File: src/hw/rtl/cas_pkg.sv
// ----------------------------------------------------------------------------
// cas_pkg
// Shared constants for the Costas array search core.
// ----------------------------------------------------------------------------
package cas_pkg;

    // Largest supported array order (default of the top-level parameter)
    localparam int CAS_MAX_ORDER = 16;

    // Order register: width and value after reset
    localparam int          CAS_ORDER_W     = 5;
    localparam logic [4:0]  CAS_ORDER_RESET = 5'd13;

    // Result field widths
    localparam int CAS_POS_W = 4;
    localparam int CAS_VAL_W = 4;

endpackage

File: src/hw/rtl/cas_perm_mem.sv
// ----------------------------------------------------------------------------
// cas_perm_mem
// Permutation store: two registered read ports, one write port. Entries that
// were not written since the last clear read back as their own index.
// ----------------------------------------------------------------------------
module cas_perm_mem #(
    parameter int MAX_ORDER = cas_pkg::CAS_MAX_ORDER,
    parameter int AW        = $clog2(MAX_ORDER)
) (
    input  logic          i_clk,
    input  logic          i_rst_n,
    input  logic          i_clear,
    input  logic          i_ra_en,
    input  logic [AW-1:0] i_ra_addr,
    output logic [AW-1:0] o_ra_data,
    input  logic          i_rb_en,
    input  logic [AW-1:0] i_rb_addr,
    output logic [AW-1:0] o_rb_data,
    input  logic          i_we,
    input  logic [AW-1:0] i_waddr,
    input  logic [AW-1:0] i_wdata
);

    logic [AW-1:0]        r_mem [MAX_ORDER];
    logic [MAX_ORDER-1:0] r_written;
    logic [AW-1:0]        r_qa;
    logic [AW-1:0]        r_qb;
    logic [AW-1:0]        r_ia;
    logic [AW-1:0]        r_ib;
    logic                 r_va;
    logic                 r_vb;

    always_ff @(posedge i_clk) begin
        if (i_we) begin
            r_mem[i_waddr] <= i_wdata;
        end
        if (i_ra_en) begin
            r_qa <= r_mem[i_ra_addr];
            r_ia <= i_ra_addr;
            r_va <= r_written[i_ra_addr];
        end
        if (i_rb_en) begin
            r_qb <= r_mem[i_rb_addr];
            r_ib <= i_rb_addr;
            r_vb <= r_written[i_rb_addr];
        end
    end

    // Written flags: clear on reset and on search restart
    always_ff @(posedge i_clk) begin
        if (!i_rst_n || i_clear) begin
            r_written <= '0;
        end else if (i_we) begin
            r_written[i_waddr] <= 1'b1;
        end
    end

    assign o_ra_data = r_va ? r_qa : r_ia;
    assign o_rb_data = r_vb ? r_qb : r_ib;

endmodule

File: src/hw/rtl/cas_diff_mem.sv
// ----------------------------------------------------------------------------
// cas_diff_mem
// Difference table: one write port, one registered read port, addressed by
// {earlier column, distance}.
// ----------------------------------------------------------------------------
module cas_diff_mem #(
    parameter int MAX_ORDER = cas_pkg::CAS_MAX_ORDER,
    parameter int AW        = $clog2(MAX_ORDER),
    parameter int DW        = AW + 1
) (
    input  logic            i_clk,
    input  logic            i_re,
    input  logic [2*AW-1:0] i_raddr,
    output logic [DW-1:0]   o_rdata,
    input  logic            i_we,
    input  logic [2*AW-1:0] i_waddr,
    input  logic [DW-1:0]   i_wdata
);

    localparam int Depth = 1 << (2 * AW);

    logic [DW-1:0] r_mem [Depth];
    logic [DW-1:0] r_q;

    always_ff @(posedge i_clk) begin
        if (i_we) begin
            r_mem[i_waddr] <= i_wdata;
        end
        if (i_re) begin
            r_q <= r_mem[i_raddr];
        end
    end

    assign o_rdata = r_q;

endmodule

File: src/hw/rtl/costas_array_search_core.sv
// ----------------------------------------------------------------------------
// costas_array_search_core
// Depth-first enumeration of Costas permutations with an explicit per-level
// stack; each request transfers the next solution, one element per result.
// ----------------------------------------------------------------------------
//
//  channel | signals                                 | transfer when
//  --------+-----------------------------------------+------------------------
//  request | i_in_valid, o_in_ready, i_restart       | i_in_valid & o_in_ready
//  result  | o_out_valid, i_out_ready, o_position,   | o_out_valid &
//          | o_value, o_last, o_exhausted            |   i_out_ready
//  config  | i_cfg_valid, o_cfg_ready, i_cfg_order   | i_cfg_valid & o_cfg_ready
//
// Search: a request runs a search of data-dependent length. Testing one
// candidate at level L is paced by the single read port of the difference
// memory; a backtrack or descent swap runs through states SW1 and SW2.
// Each solution element is read in ORD and loaded into the result register in OLD.
// Reset: synchronous, active low; order returns to 13 and the search to the
// identity permutation. No clearing pass is needed.
// Stalls: requests and config writes are taken only between searches; a
// stalled result holds the sequencer, the final result does not.
//
module costas_array_search_core #(
    parameter int MAX_ORDER = cas_pkg::CAS_MAX_ORDER
) (
    input  logic                        i_clk,
    input  logic                        i_rst_n,
    // request
    input  logic                        i_in_valid,
    output logic                        o_in_ready,
    input  logic                        i_restart,
    // result
    output logic                        o_out_valid,
    input  logic                        i_out_ready,
    output logic [cas_pkg::CAS_POS_W-1:0] o_position,
    output logic [cas_pkg::CAS_VAL_W-1:0] o_value,
    output logic                        o_last,
    output logic                        o_exhausted,
    // configuration
    input  logic                        i_cfg_valid,
    output logic                        o_cfg_ready,
    input  logic [cas_pkg::CAS_ORDER_W-1:0] i_cfg_order
);

    localparam int AW = $clog2(MAX_ORDER);      // column / value index
    localparam int LW = $clog2(MAX_ORDER + 1);  // counts up to the order
    localparam int DW = AW + 1;                 // signed difference
    localparam int OW = cas_pkg::CAS_ORDER_W;

    localparam logic [3:0] ST_IDLE = 4'd0;
    localparam logic [3:0] ST_TOP  = 4'd1;
    localparam logic [3:0] ST_BK   = 4'd2;
    localparam logic [3:0] ST_PC   = 4'd3;
    localparam logic [3:0] ST_DIFF = 4'd4;
    localparam logic [3:0] ST_CMP  = 4'd5;
    localparam logic [3:0] ST_ACC  = 4'd6;
    localparam logic [3:0] ST_SW1  = 4'd7;
    localparam logic [3:0] ST_SW2  = 4'd8;
    localparam logic [3:0] ST_ORD  = 4'd9;
    localparam logic [3:0] ST_OLD  = 4'd10;
    localparam logic [3:0] ST_EXH  = 4'd11;

    localparam logic [OW:0] MaxOrd = (OW + 1)'(MAX_ORDER);

    // Control state
    logic [3:0]    r_state, n_state;
    logic [OW-1:0] r_order, n_order;
    logic          r_fin,   n_fin;
    logic [AW-1:0] r_lvl,   n_lvl;
    logic [LW-1:0] r_cand [MAX_ORDER];
    logic [LW-1:0] n_cand [MAX_ORDER];
    logic          r_ovld,  n_ovld;
    // Work registers
    logic [LW-1:0] r_c,    n_c;
    logic [AW-1:0] r_pc,   n_pc;
    logic [AW-1:0] r_i,    n_i;
    logic [AW-1:0] r_j,    n_j;
    logic [DW-1:0] r_diff, n_diff;
    logic [AW-1:0] r_swc,  n_swc;
    logic [AW-1:0] r_swl,  n_swl;
    logic [AW-1:0] r_tmp,  n_tmp;
    logic [AW-1:0] r_k,    n_k;
    logic [cas_pkg::CAS_POS_W-1:0] r_opos, n_opos;
    logic [cas_pkg::CAS_VAL_W-1:0] r_oval, n_oval;
    logic          r_olast, n_olast;
    logic          r_oexh,  n_oexh;

    // Memory ports
    logic          w_clear;
    logic          w_ra_en, w_rb_en, w_pwe;
    logic [AW-1:0] w_ra_addr, w_rb_addr, w_pwaddr, w_pwdata;
    logic [AW-1:0] w_ra_data, w_rb_data;
    logic          w_dre, w_dwe;
    logic [2*AW-1:0] w_draddr, w_dwaddr;
    logic [DW-1:0] w_drdata, w_dwdata;

    logic [LW-1:0] w_n;
    logic [LW-1:0] w_nm1;
    logic [LW-1:0] w_c;
    logic [AW-1:0] w_d;
    logic          w_in_xfer, w_cfg_xfer, w_out_free;

    // Effective order: zero acts as one, anything above the maximum clamps
    always_comb begin
        if (r_order == '0) begin
            w_n = LW'(1);
        end else if ({1'b0, r_order} > MaxOrd) begin
            w_n = LW'(MAX_ORDER);
        end else begin
            w_n = LW'(r_order);
        end
    end

    assign w_nm1      = w_n - LW'(1);
    assign w_c        = r_cand[r_lvl];
    assign w_d        = r_lvl - r_i;
    assign w_in_xfer  = i_in_valid && o_in_ready;
    assign w_cfg_xfer = i_cfg_valid && o_cfg_ready;
    assign w_out_free = !r_ovld || i_out_ready;

    assign o_in_ready  = (r_state == ST_IDLE);
    assign o_cfg_ready = (r_state == ST_IDLE);
    assign o_out_valid = r_ovld;
    assign o_position  = r_opos;
    assign o_value     = r_oval;
    assign o_last      = r_olast;
    assign o_exhausted = r_oexh;

    always_comb begin
        n_state = r_state;
        n_order = r_order;
        n_fin   = r_fin;
        n_lvl   = r_lvl;
        n_cand  = r_cand;
        n_ovld  = r_ovld && !i_out_ready;
        n_c     = r_c;
        n_pc    = r_pc;
        n_i     = r_i;
        n_j     = r_j;
        n_diff  = r_diff;
        n_swc   = r_swc;
        n_swl   = r_swl;
        n_tmp   = r_tmp;
        n_k     = r_k;
        n_opos  = r_opos;
        n_oval  = r_oval;
        n_olast = r_olast;
        n_oexh  = r_oexh;

        w_clear   = 1'b0;
        w_ra_en   = 1'b0;
        w_ra_addr = '0;
        w_rb_en   = 1'b0;
        w_rb_addr = '0;
        w_pwe     = 1'b0;
        w_pwaddr  = '0;
        w_pwdata  = '0;
        w_dre     = 1'b0;
        w_draddr  = '0;
        w_dwe     = 1'b0;
        w_dwaddr  = '0;
        w_dwdata  = '0;

        unique case (r_state)
            ST_IDLE: begin
                if (w_cfg_xfer) begin
                    n_order = i_cfg_order;
                end
                // Restart: identity permutation, level zero, first slot
                if (w_cfg_xfer || (w_in_xfer && i_restart)) begin
                    w_clear   = 1'b1;
                    n_cand[0] = '0;
                    n_lvl     = '0;
                    n_fin     = 1'b0;
                end
                if (w_in_xfer) begin
                    if (r_fin && !w_cfg_xfer && !i_restart) begin
                        n_state = ST_EXH;
                    end else begin
                        n_state = ST_TOP;
                    end
                end
            end
            ST_TOP: begin
                if (w_c >= w_n) begin
                    if (r_lvl == '0) begin
                        n_fin   = 1'b1;
                        n_state = ST_EXH;
                    end else begin
                        // drop back one level, then undo its swap
                        n_lvl   = r_lvl - AW'(1);
                        n_state = ST_BK;
                    end
                end else begin
                    n_c       = w_c;
                    w_ra_en   = 1'b1;
                    w_ra_addr = AW'(w_c);
                    n_state   = ST_PC;
                end
            end
            ST_BK: begin
                w_ra_en        = 1'b1;
                w_ra_addr      = AW'(w_c);
                w_rb_en        = 1'b1;
                w_rb_addr      = r_lvl;
                n_swc          = AW'(w_c);
                n_swl          = r_lvl;
                n_cand[r_lvl]  = w_c + LW'(1);
                n_state        = ST_SW1;
            end
            ST_PC: begin
                n_pc = w_ra_data;
                n_i  = '0;
                if (r_lvl == '0) begin
                    n_state = ST_ACC;
                end else begin
                    w_rb_en   = 1'b1;
                    w_rb_addr = '0;
                    n_state   = ST_DIFF;
                end
            end
            ST_DIFF: begin
                // store the new difference against column i at distance lvl-i
                n_diff   = {1'b0, r_pc} - {1'b0, w_rb_data};
                w_dwe    = 1'b1;
                w_dwaddr = {r_i, w_d};
                w_dwdata = {1'b0, r_pc} - {1'b0, w_rb_data};
                if (r_i == '0) begin
                    if (r_lvl == AW'(1)) begin
                        n_state = ST_ACC;
                    end else begin
                        n_i       = AW'(1);
                        w_rb_en   = 1'b1;
                        w_rb_addr = AW'(1);
                    end
                end else begin
                    w_dre    = 1'b1;
                    w_draddr = {AW'(0), w_d};
                    n_j      = AW'(1);
                    n_state  = ST_CMP;
                end
            end
            ST_CMP: begin
                if (w_drdata == r_diff) begin
                    // repeated difference: reject, try the next slot
                    n_cand[r_lvl] = r_c + LW'(1);
                    n_state       = ST_TOP;
                end else if (r_j < r_i) begin
                    w_dre    = 1'b1;
                    w_draddr = {r_j, w_d};
                    n_j      = r_j + AW'(1);
                end else if (r_i + AW'(1) == r_lvl) begin
                    n_state = ST_ACC;
                end else begin
                    n_i       = r_i + AW'(1);
                    w_rb_en   = 1'b1;
                    w_rb_addr = r_i + AW'(1);
                    n_state   = ST_DIFF;
                end
            end
            ST_ACC: begin
                if (LW'(r_lvl) == w_nm1) begin
                    n_cand[r_lvl] = r_c + LW'(1);
                    n_k           = '0;
                    n_state       = ST_ORD;
                end else begin
                    // descend: swap the slot into this column
                    n_cand[r_lvl]            = r_c;
                    n_cand[r_lvl + AW'(1)]   = LW'(r_lvl) + LW'(1);
                    n_lvl                    = r_lvl + AW'(1);
                    n_swc                    = AW'(r_c);
                    n_swl                    = r_lvl;
                    w_ra_en                  = 1'b1;
                    w_ra_addr                = AW'(r_c);
                    w_rb_en                  = 1'b1;
                    w_rb_addr                = r_lvl;
                    n_state                  = ST_SW1;
                end
            end
            ST_SW1: begin
                w_pwe    = 1'b1;
                w_pwaddr = r_swl;
                w_pwdata = w_ra_data;
                n_tmp    = w_rb_data;
                n_state  = ST_SW2;
            end
            ST_SW2: begin
                w_pwe    = 1'b1;
                w_pwaddr = r_swc;
                w_pwdata = r_tmp;
                n_state  = ST_TOP;
            end
            ST_ORD: begin
                w_ra_en   = 1'b1;
                w_ra_addr = r_k;
                n_state   = ST_OLD;
            end
            ST_OLD: begin
                if (w_out_free) begin
                    n_ovld  = 1'b1;
                    n_opos  = cas_pkg::CAS_POS_W'(r_k);
                    n_oval  = cas_pkg::CAS_VAL_W'(w_ra_data);
                    n_olast = (LW'(r_k) == w_nm1);
                    n_oexh  = 1'b0;
                    if (LW'(r_k) == w_nm1) begin
                        n_state = ST_IDLE;
                    end else begin
                        n_k     = r_k + AW'(1);
                        n_state = ST_ORD;
                    end
                end
            end
            ST_EXH: begin
                if (w_out_free) begin
                    n_ovld  = 1'b1;
                    n_opos  = '0;
                    n_oval  = '0;
                    n_olast = 1'b1;
                    n_oexh  = 1'b1;
                    n_state = ST_IDLE;
                end
            end
            default: begin
                n_state = ST_IDLE;
            end
        endcase
    end

    // Deeper stack entries are always written before they are read; only the
    // bottom entry needs a reset value
    always_ff @(posedge i_clk) begin
        if (!i_rst_n) begin
            r_state   <= ST_IDLE;
            r_order   <= cas_pkg::CAS_ORDER_RESET;
            r_fin     <= 1'b0;
            r_lvl     <= '0;
            r_ovld    <= 1'b0;
            r_cand[0] <= '0;
        end else begin
            r_state   <= n_state;
            r_order   <= n_order;
            r_fin     <= n_fin;
            r_lvl     <= n_lvl;
            r_ovld    <= n_ovld;
            for (int k = 0; k < MAX_ORDER; k++) begin
                r_cand[k] <= n_cand[k];
            end
        end
    end

    always_ff @(posedge i_clk) begin
        r_c     <= n_c;
        r_pc    <= n_pc;
        r_i     <= n_i;
        r_j     <= n_j;
        r_diff  <= n_diff;
        r_swc   <= n_swc;
        r_swl   <= n_swl;
        r_tmp   <= n_tmp;
        r_k     <= n_k;
        r_opos  <= n_opos;
        r_oval  <= n_oval;
        r_olast <= n_olast;
        r_oexh  <= n_oexh;
    end

    cas_perm_mem #(
        .MAX_ORDER (MAX_ORDER),
        .AW        (AW)
    ) u_perm (
        .i_clk     (i_clk),
        .i_rst_n   (i_rst_n),
        .i_clear   (w_clear),
        .i_ra_en   (w_ra_en),
        .i_ra_addr (w_ra_addr),
        .o_ra_data (w_ra_data),
        .i_rb_en   (w_rb_en),
        .i_rb_addr (w_rb_addr),
        .o_rb_data (w_rb_data),
        .i_we      (w_pwe),
        .i_waddr   (w_pwaddr),
        .i_wdata   (w_pwdata)
    );

    cas_diff_mem #(
        .MAX_ORDER (MAX_ORDER),
        .AW        (AW),
        .DW        (DW)
    ) u_diff (
        .i_clk   (i_clk),
        .i_re    (w_dre),
        .i_raddr (w_draddr),
        .o_rdata (w_drdata),
        .i_we    (w_dwe),
        .i_waddr (w_dwaddr),
        .i_wdata (w_dwdata)
    );

endmodule

File: config.mk
export PLATFORM = sky130hd
export DESIGN_NAME = costas_array_search_core
export DESIGN_NICKNAME = d
export VERILOG_FILES = /design/src/hw/rtl/cas_pkg.sv /design/src/hw/rtl/cas_perm_mem.sv /design/src/hw/rtl/cas_diff_mem.sv /design/src/hw/rtl/costas_array_search_core.sv
export SDC_FILE = /design/constraint.sdc
export NUM_CORES = 2
export LEC_CHECK = 0
export BUFFER_PORTS_ARGS = -buffer_cell sky130_fd_sc_hd__buf_2
export CELL_PAD_IN_SITES_DETAIL_PLACEMENT = 2
export CELL_PAD_IN_SITES_GLOBAL_PLACEMENT = 2
export CORE_MARGIN = 5
export CORE_UTILIZATION = 52
export DETAILED_ROUTE_END_ITERATION = 16
export MAX_ROUTING_LAYER = met4
export PLACE_DENSITY = 0.89
export RECOVER_POWER = 50
export SYNTH_ARGS = -nofsm -noshare
export SYNTH_HDL_FRONTEND = slang
export SYNTH_HIERARCHICAL = 1
export SYNTH_SLANG_ARGS = --single-unit
export TNS_END_PERCENT = 100
File: constraint.sdc
create_clock -name i_clk -period 19.5 [get_ports i_clk]
set_input_delay 1.95 -clock i_clk [delete_from_list [all_inputs] [get_ports i_clk]]
set_output_delay 1.95 -clock i_clk [all_outputs]
set_load 0.005 [all_outputs]
; ---- After elaboration in Yosys (flattened, before gate mapping)
; Memory sizes are Yosys's and may differ from the RTL's. A register that Yosys moved wholly into a read port is not among the register bits.
; Index checks and enable logic that the tools add are counted.
[op_classes]
n_addsub = 11
magnitude_cmp = 11
n_eq_ne = 36
n_mux = 119
bitwise_logic = 4
reduce_logical = 45
[op_table]
columns = cell, n
row1 = 80-bit bitwise mux, 4
row2 = 75-bit one-hot mux with 3 select lines, 1
row3 = 4-bit two-way mux, 40
row4 = 80-bit two-way mux, 2
row5 = 4-bit one-hot mux with 2 select lines, 8
row6 = 4-bit one-hot mux with 12 select lines, 1
row7 = 5-bit demux with 4-bit select, 2
row8 = 5-bit two-way mux, 8
row9 = 1-bit two-way mux, 32
row10 = "2-bit inequality test, second input constant", 16
row11 = 4-bit one-hot mux with 4 select lines, 2
row12 = 8-bit two-way mux, 3
row13 = 4-bit one-hot mux with 3 select lines, 2
row14 = 5-bit binary-select mux with 4-bit select, 1
row15 = 5-bit one-hot mux with 4 select lines, 1
row16 = "4-bit by 1-bit adder with 4-bit output, second input constant", 4
row17 = "4-bit by 3-bit == test with 1-bit output, second input constant", 4
row18 = "4-bit == test, second input constant", 4
row19 = 16-bit bitwise OR, 1
row20 = 8-bit one-hot mux with 2 select lines, 1
row21 = "4-bit by 5-bit less-than comparator with 1-bit output, second input constant", 3
row22 = 4-bit zero test, 3
row23 = 4-bit AND reduction, 3
row24 = "5-bit by 1-bit adder with 5-bit output, second input constant", 2
row25 = other kinds (38), 78
[totals]
ff_bits = 169
ram_bits = 1344
input_bits = 11
output_inout_bits = 13
elab_cells = 267
memories = 2
[memory_table]
columns = memory, words, width, read_ports, rd_ports_with_merged_regs, wr, line
row1 = u_diff.r_mem, 256, 5, 1, 1, 1, cas_diff_mem.sv:22  ; logic [DW-1:0] r_mem [Depth];
row2 = u_perm.r_mem, 16, 4, 2, 2, 1, cas_perm_mem.sv:24  ; logic [AW-1:0] r_mem [MAX_ORDER];

; ---- Longest topological paths before layout
[logic_depth]
depth_word = 9
mapped_depth = 19
depth_no_buf = 15

; ---- By module
; The synthesis kept the hierarchy.
[modules_own_cells]
columns = mod, instances, cells_each, area_each_um2, seq_area_each_um2
row1 = cas_diff_mem, 1, 2497, 50334.5, 38587.0
row2 = costas_array_search_core, 1, 1196, 10699.0, 4093.9
row3 = cas_perm_mem, 1, 244, 4322.9, 2782.7

; ---- Worst setup path before layout
; OpenSTA, ideal clock, no wires.
[synth_path]
path_type = reg2reg
from = register r_state[2]
to = memory u_diff/r_mem[0][0] in the netlist's numbering (data pin)
setup_time_ns = 1.393
arrival_time_ns = 7.042
required_ns = 18.107
path_slack_ns = 11.065
path_stages_with_launch = 6
path_buffers = 2
period_less_slack_ns = 8.435
path_cell_list = dfxtp_1 clkbuf_1 nor2b_1 clkbuf_1 nand2_1 nor2_1
[synth_via]
elab_chain_len = 2
[synth_rtl]
columns = item, line
row1 = "start, declared", costas_array_search_core.sv:66  ; logic [3:0] r_state, n_state;
row2 = "start signal, assigned", costas_array_search_core.sv:340  ; r_state <= n_state;
row3 = 4-bit by 3-bit == test with 1-bit output, costas_array_search_core.sv:164  ; unique case (r_state)
row4 = 5-bit two-way mux, costas_array_search_core.sv:164
row5 = named net w_dwdata[0], costas_array_search_core.sv:95  ; logic [DW-1:0] w_drdata, w_dwdata;
row6 = "end, declared", cas_diff_mem.sv:22
; The timed path passes the listed nets, and every way through them passes these cells.

; ---- Worst setup path after layout
[layout_path]
from = register r_state[2]
to = memory u_diff/r_mem[0][4] in the netlist's numbering (data pin)
; Same word-level chain as after synthesis.

==> reports/results.tsv <==
stage	metric	value	unit
outcome	status	finished, violations left	
outcome	failed_checks	capacitance limit, slew limit	
place	io_buffers	23	
clock_tree	cts_hold_buffers	0	
timing	max_freq	97.3	MHz
timing	slew_headroom	-322	%
clock_tree	post_cts_buffers	0	
grt	grt_pass1_vias	45200	
synth	yosysTopAreaCellShare	68.5	%
floorplanning	die_w	365	um
worst_setup_path	worstPathRequired	19990	ps
grt	grt_pass1_wl	376	mm
synth	avgSynthCellArea	16.6	um^2
detailed_routing	wl_per_cell	48.4	um
power_and_ir_drop	leakagePower	0.0220	uW
clock_tree	cts-root-buf	clkbuf_16	
worst_setup_path	crit_buf_inv	3	
place	place_congestion	0.887	
synth	synth_fp_nets	3980	
timing	whs	517	ps
place	hpwl	161	mm
detailed_routing	wl	277	mm
final_layout	drive_gt1_share	16.9	%
worst_setup_path	startpoint_type	flop	
timing	setup_viol	0	
worst_setup_path	cp-end-kind	flop	
clock_tree	ctsResizeCount	0	
synth	syn_area	65400	um^2
clock_tree	path_clk_slew	60	ps
synth	yosys-top-cells-area	edfxtp_1 68%, mux4_2 12%, nor2_1 2.1%, mux2i_1 1.7%, nand2_1 1.5%	
worst_setup_path	critPathMostFrequentCell	buf_4	
min_path	hold_class	flop to flop	
final_layout	nNetsFinal	3975	
synth	synth_most_common_cell	edfxtp_1	
synth	synth_cell_types	84	
worst_setup_path	worstPathCellList	nor2b_1 -> nand2_1 -> inv_1 -> and2_0 -> buf_4 -> buf_4	
synth	yosysTopAreaCell	edfxtp_1	
timing	fin_skew	52.1	ps
floorplanning	ios	24	
clock_tree	cts_buffer_depth	3	
timing	hold_viol_final	0	
floorplanning	die_y	365	um
clock_tree	cts.sinks	1526	
run	cap_violations	22	
worst_setup_path	cpPeakStageDelay	4570	ps
synth	synth_common_cells	1490 x edfxtp_1, 361 x nor2_1, 349 x mux4_2, 253 x nand2_1, 164 x clkbuf_1	
synth	synthArstFlopShare	0	%
floorplanning	rows	130	
synth	synth_seq_cells	1526	
final_layout	design_area	71900	um^2
clock_tree	htreeDepth	4	
place	placed_area	67000	um^2
grt	grt_max_degree	147	
floorplanning	dieArea	133000	um^2
worst_setup_path	crit_slowest_cell	and2_0	
detailed_routing	drt_iter0_markers	6878	
detailed_routing	avgViaCountPerCell	7.70	
clock_tree	numCtsBuffers	160	
power_and_ir_drop	irDropWorstVdd	0.0000974	V
timing	min_period	10280	ps
worst_setup_path	worstPathMaxFanout	97	
synth	yosysSeqAreaShare	69.6	%
timing	drv_slew	1193	
timing	worst_slew_pin_slew	6330	ps
clock_tree	cts_tree	built	
grt	antenna_found_initial	14	
final_layout	syn_to_final_growth	10.0	%
timing	final.setup.tns	0	ps
grt	grt_use_total	42.0	%
floorplanning	start_util	52.2	%
detailed_routing	num_vias	44100	
timing	rsz0062_at_grt	no	
worst_setup_path	crit_type	flop to flop	
grt	gr-total-overflow	0	
detailed_routing	drc_errors	0	
timing	min_period_over_period	52.7	%
detailed_routing	postRouteAntennaNets	0	
synth	yosysWarnings	6	
worst_setup_path	cp.arrival	10780	ps
floorplanning	core	125000	um^2
power_and_ir_drop	power.density	138	nW/um^2
worst_setup_path	cp_top_family	simple AND/OR/NAND/NOR gates	
synth	yosys_most_used_dff	edfxtp_1	
synth	synth_edf_count	1490	
clock_tree	clk_latency	840	ps
synth	synthCells	3937	
detailed_routing	firstDrtPassIters	5	
stage by stage:
step / worst slack, ps / util [%] / instances / power (uW)
floorplan: 11070 / - / 3937 / 5580
CTS: 10250 / 57.5 / 5709 / 9760
global placement: 11860 / 53.5 / 5420 / 6280
finish: 9220 / 57.4 / 5726 / 9920
global route: 9220 / 57.4 / 5725 / 10100
detailed placement: 10800 / 53.5 / 5420 / 6530
path summary, 6_finish.rpt:
check	start	to	slack [ps]	cells past startpoint
worst min-delay path	u_perm/r_written[2]	u_perm/r_written[2]	520	1
worst min register to register	u_perm/r_written[2]	u_perm/r_written[2]	520	1
worst max-delay path	r_state[2]	u_diff/r_mem[0][4]	9220	6
worst max register to register	r_state[2]	u_diff/r_mem[0][4]	9220	6
registers in the layout, summed over array words and instances, names as in the netlist, 5 cells and up, named ones only:
signal            flops
u_diff/r_mem       1280
u_perm/r_mem         64
u_perm/r_written     16
r_c                   5
r_cand                5
r_diff                5
r_order               5
u_diff/o_rdata        5
final cells by class:
| cell class | instances | area (um^2) |
|---|---|---|
| fillers | 10600 | 53300 |
| flip-flops and latches | 1526 | 45500 |
| multi-input cells | 2107 | 18500 |
| clock buffers | 195 | 4190 |
| well taps | 1650 | 2060 |
| clock inverters | 94 | 871 |
| repair buffers | 97 | 602 |
| inverters | 40 | 150 |
| diodes | 17 | 42.5 |
power breakdown:
group,switching [uW],internal (uW),total (uW)
clock network,1490,1710,3200
logic,1960,759,2720
registers,87.7,3920,4000
cells in the final DEF (no fill, tap or decap), drive strengths merged, types with 21 or more instances in the layout:
cell       n
edfxtp  1490
nand2    254
o221ai    31
a211oi    25
and2      42
nor2     364
clkinv    68
nor2b     33
o21ai    107
clkbuf   228
o21a      24
xor2      21
nand3    113
a22oi     77
mux4     350
ha        30
a21oi    109
a31oi     27
buf       64
o22ai     37
inv       45
dfxtp     36
o211ai    45
nor3      36
mux2i    114
per-layer routing:
metal | part of all wire, % | global-route usage [%]
met3 | 9.8 | 8.23
met4 | 8.1 | 26.2
met2 | 49 | 68.0
met1 | 33 | 48.7
met5 | 0 | -
cells by family (layout without fill, tap and decap cells):
kind of cell	count (synthesis)	count (layout)	synth area share (%)
compound gates	623	623	6.63
xor+xnor	35	35	0.481
fa+ha+maj	32	32	0.636
buf+inv	304	426	2.19
flops	1526	1526	69.6
mux	478	478	14.1
other cells	0	17	0
simple gates	939	939	6.43
(Power assumes the default switching activity.)
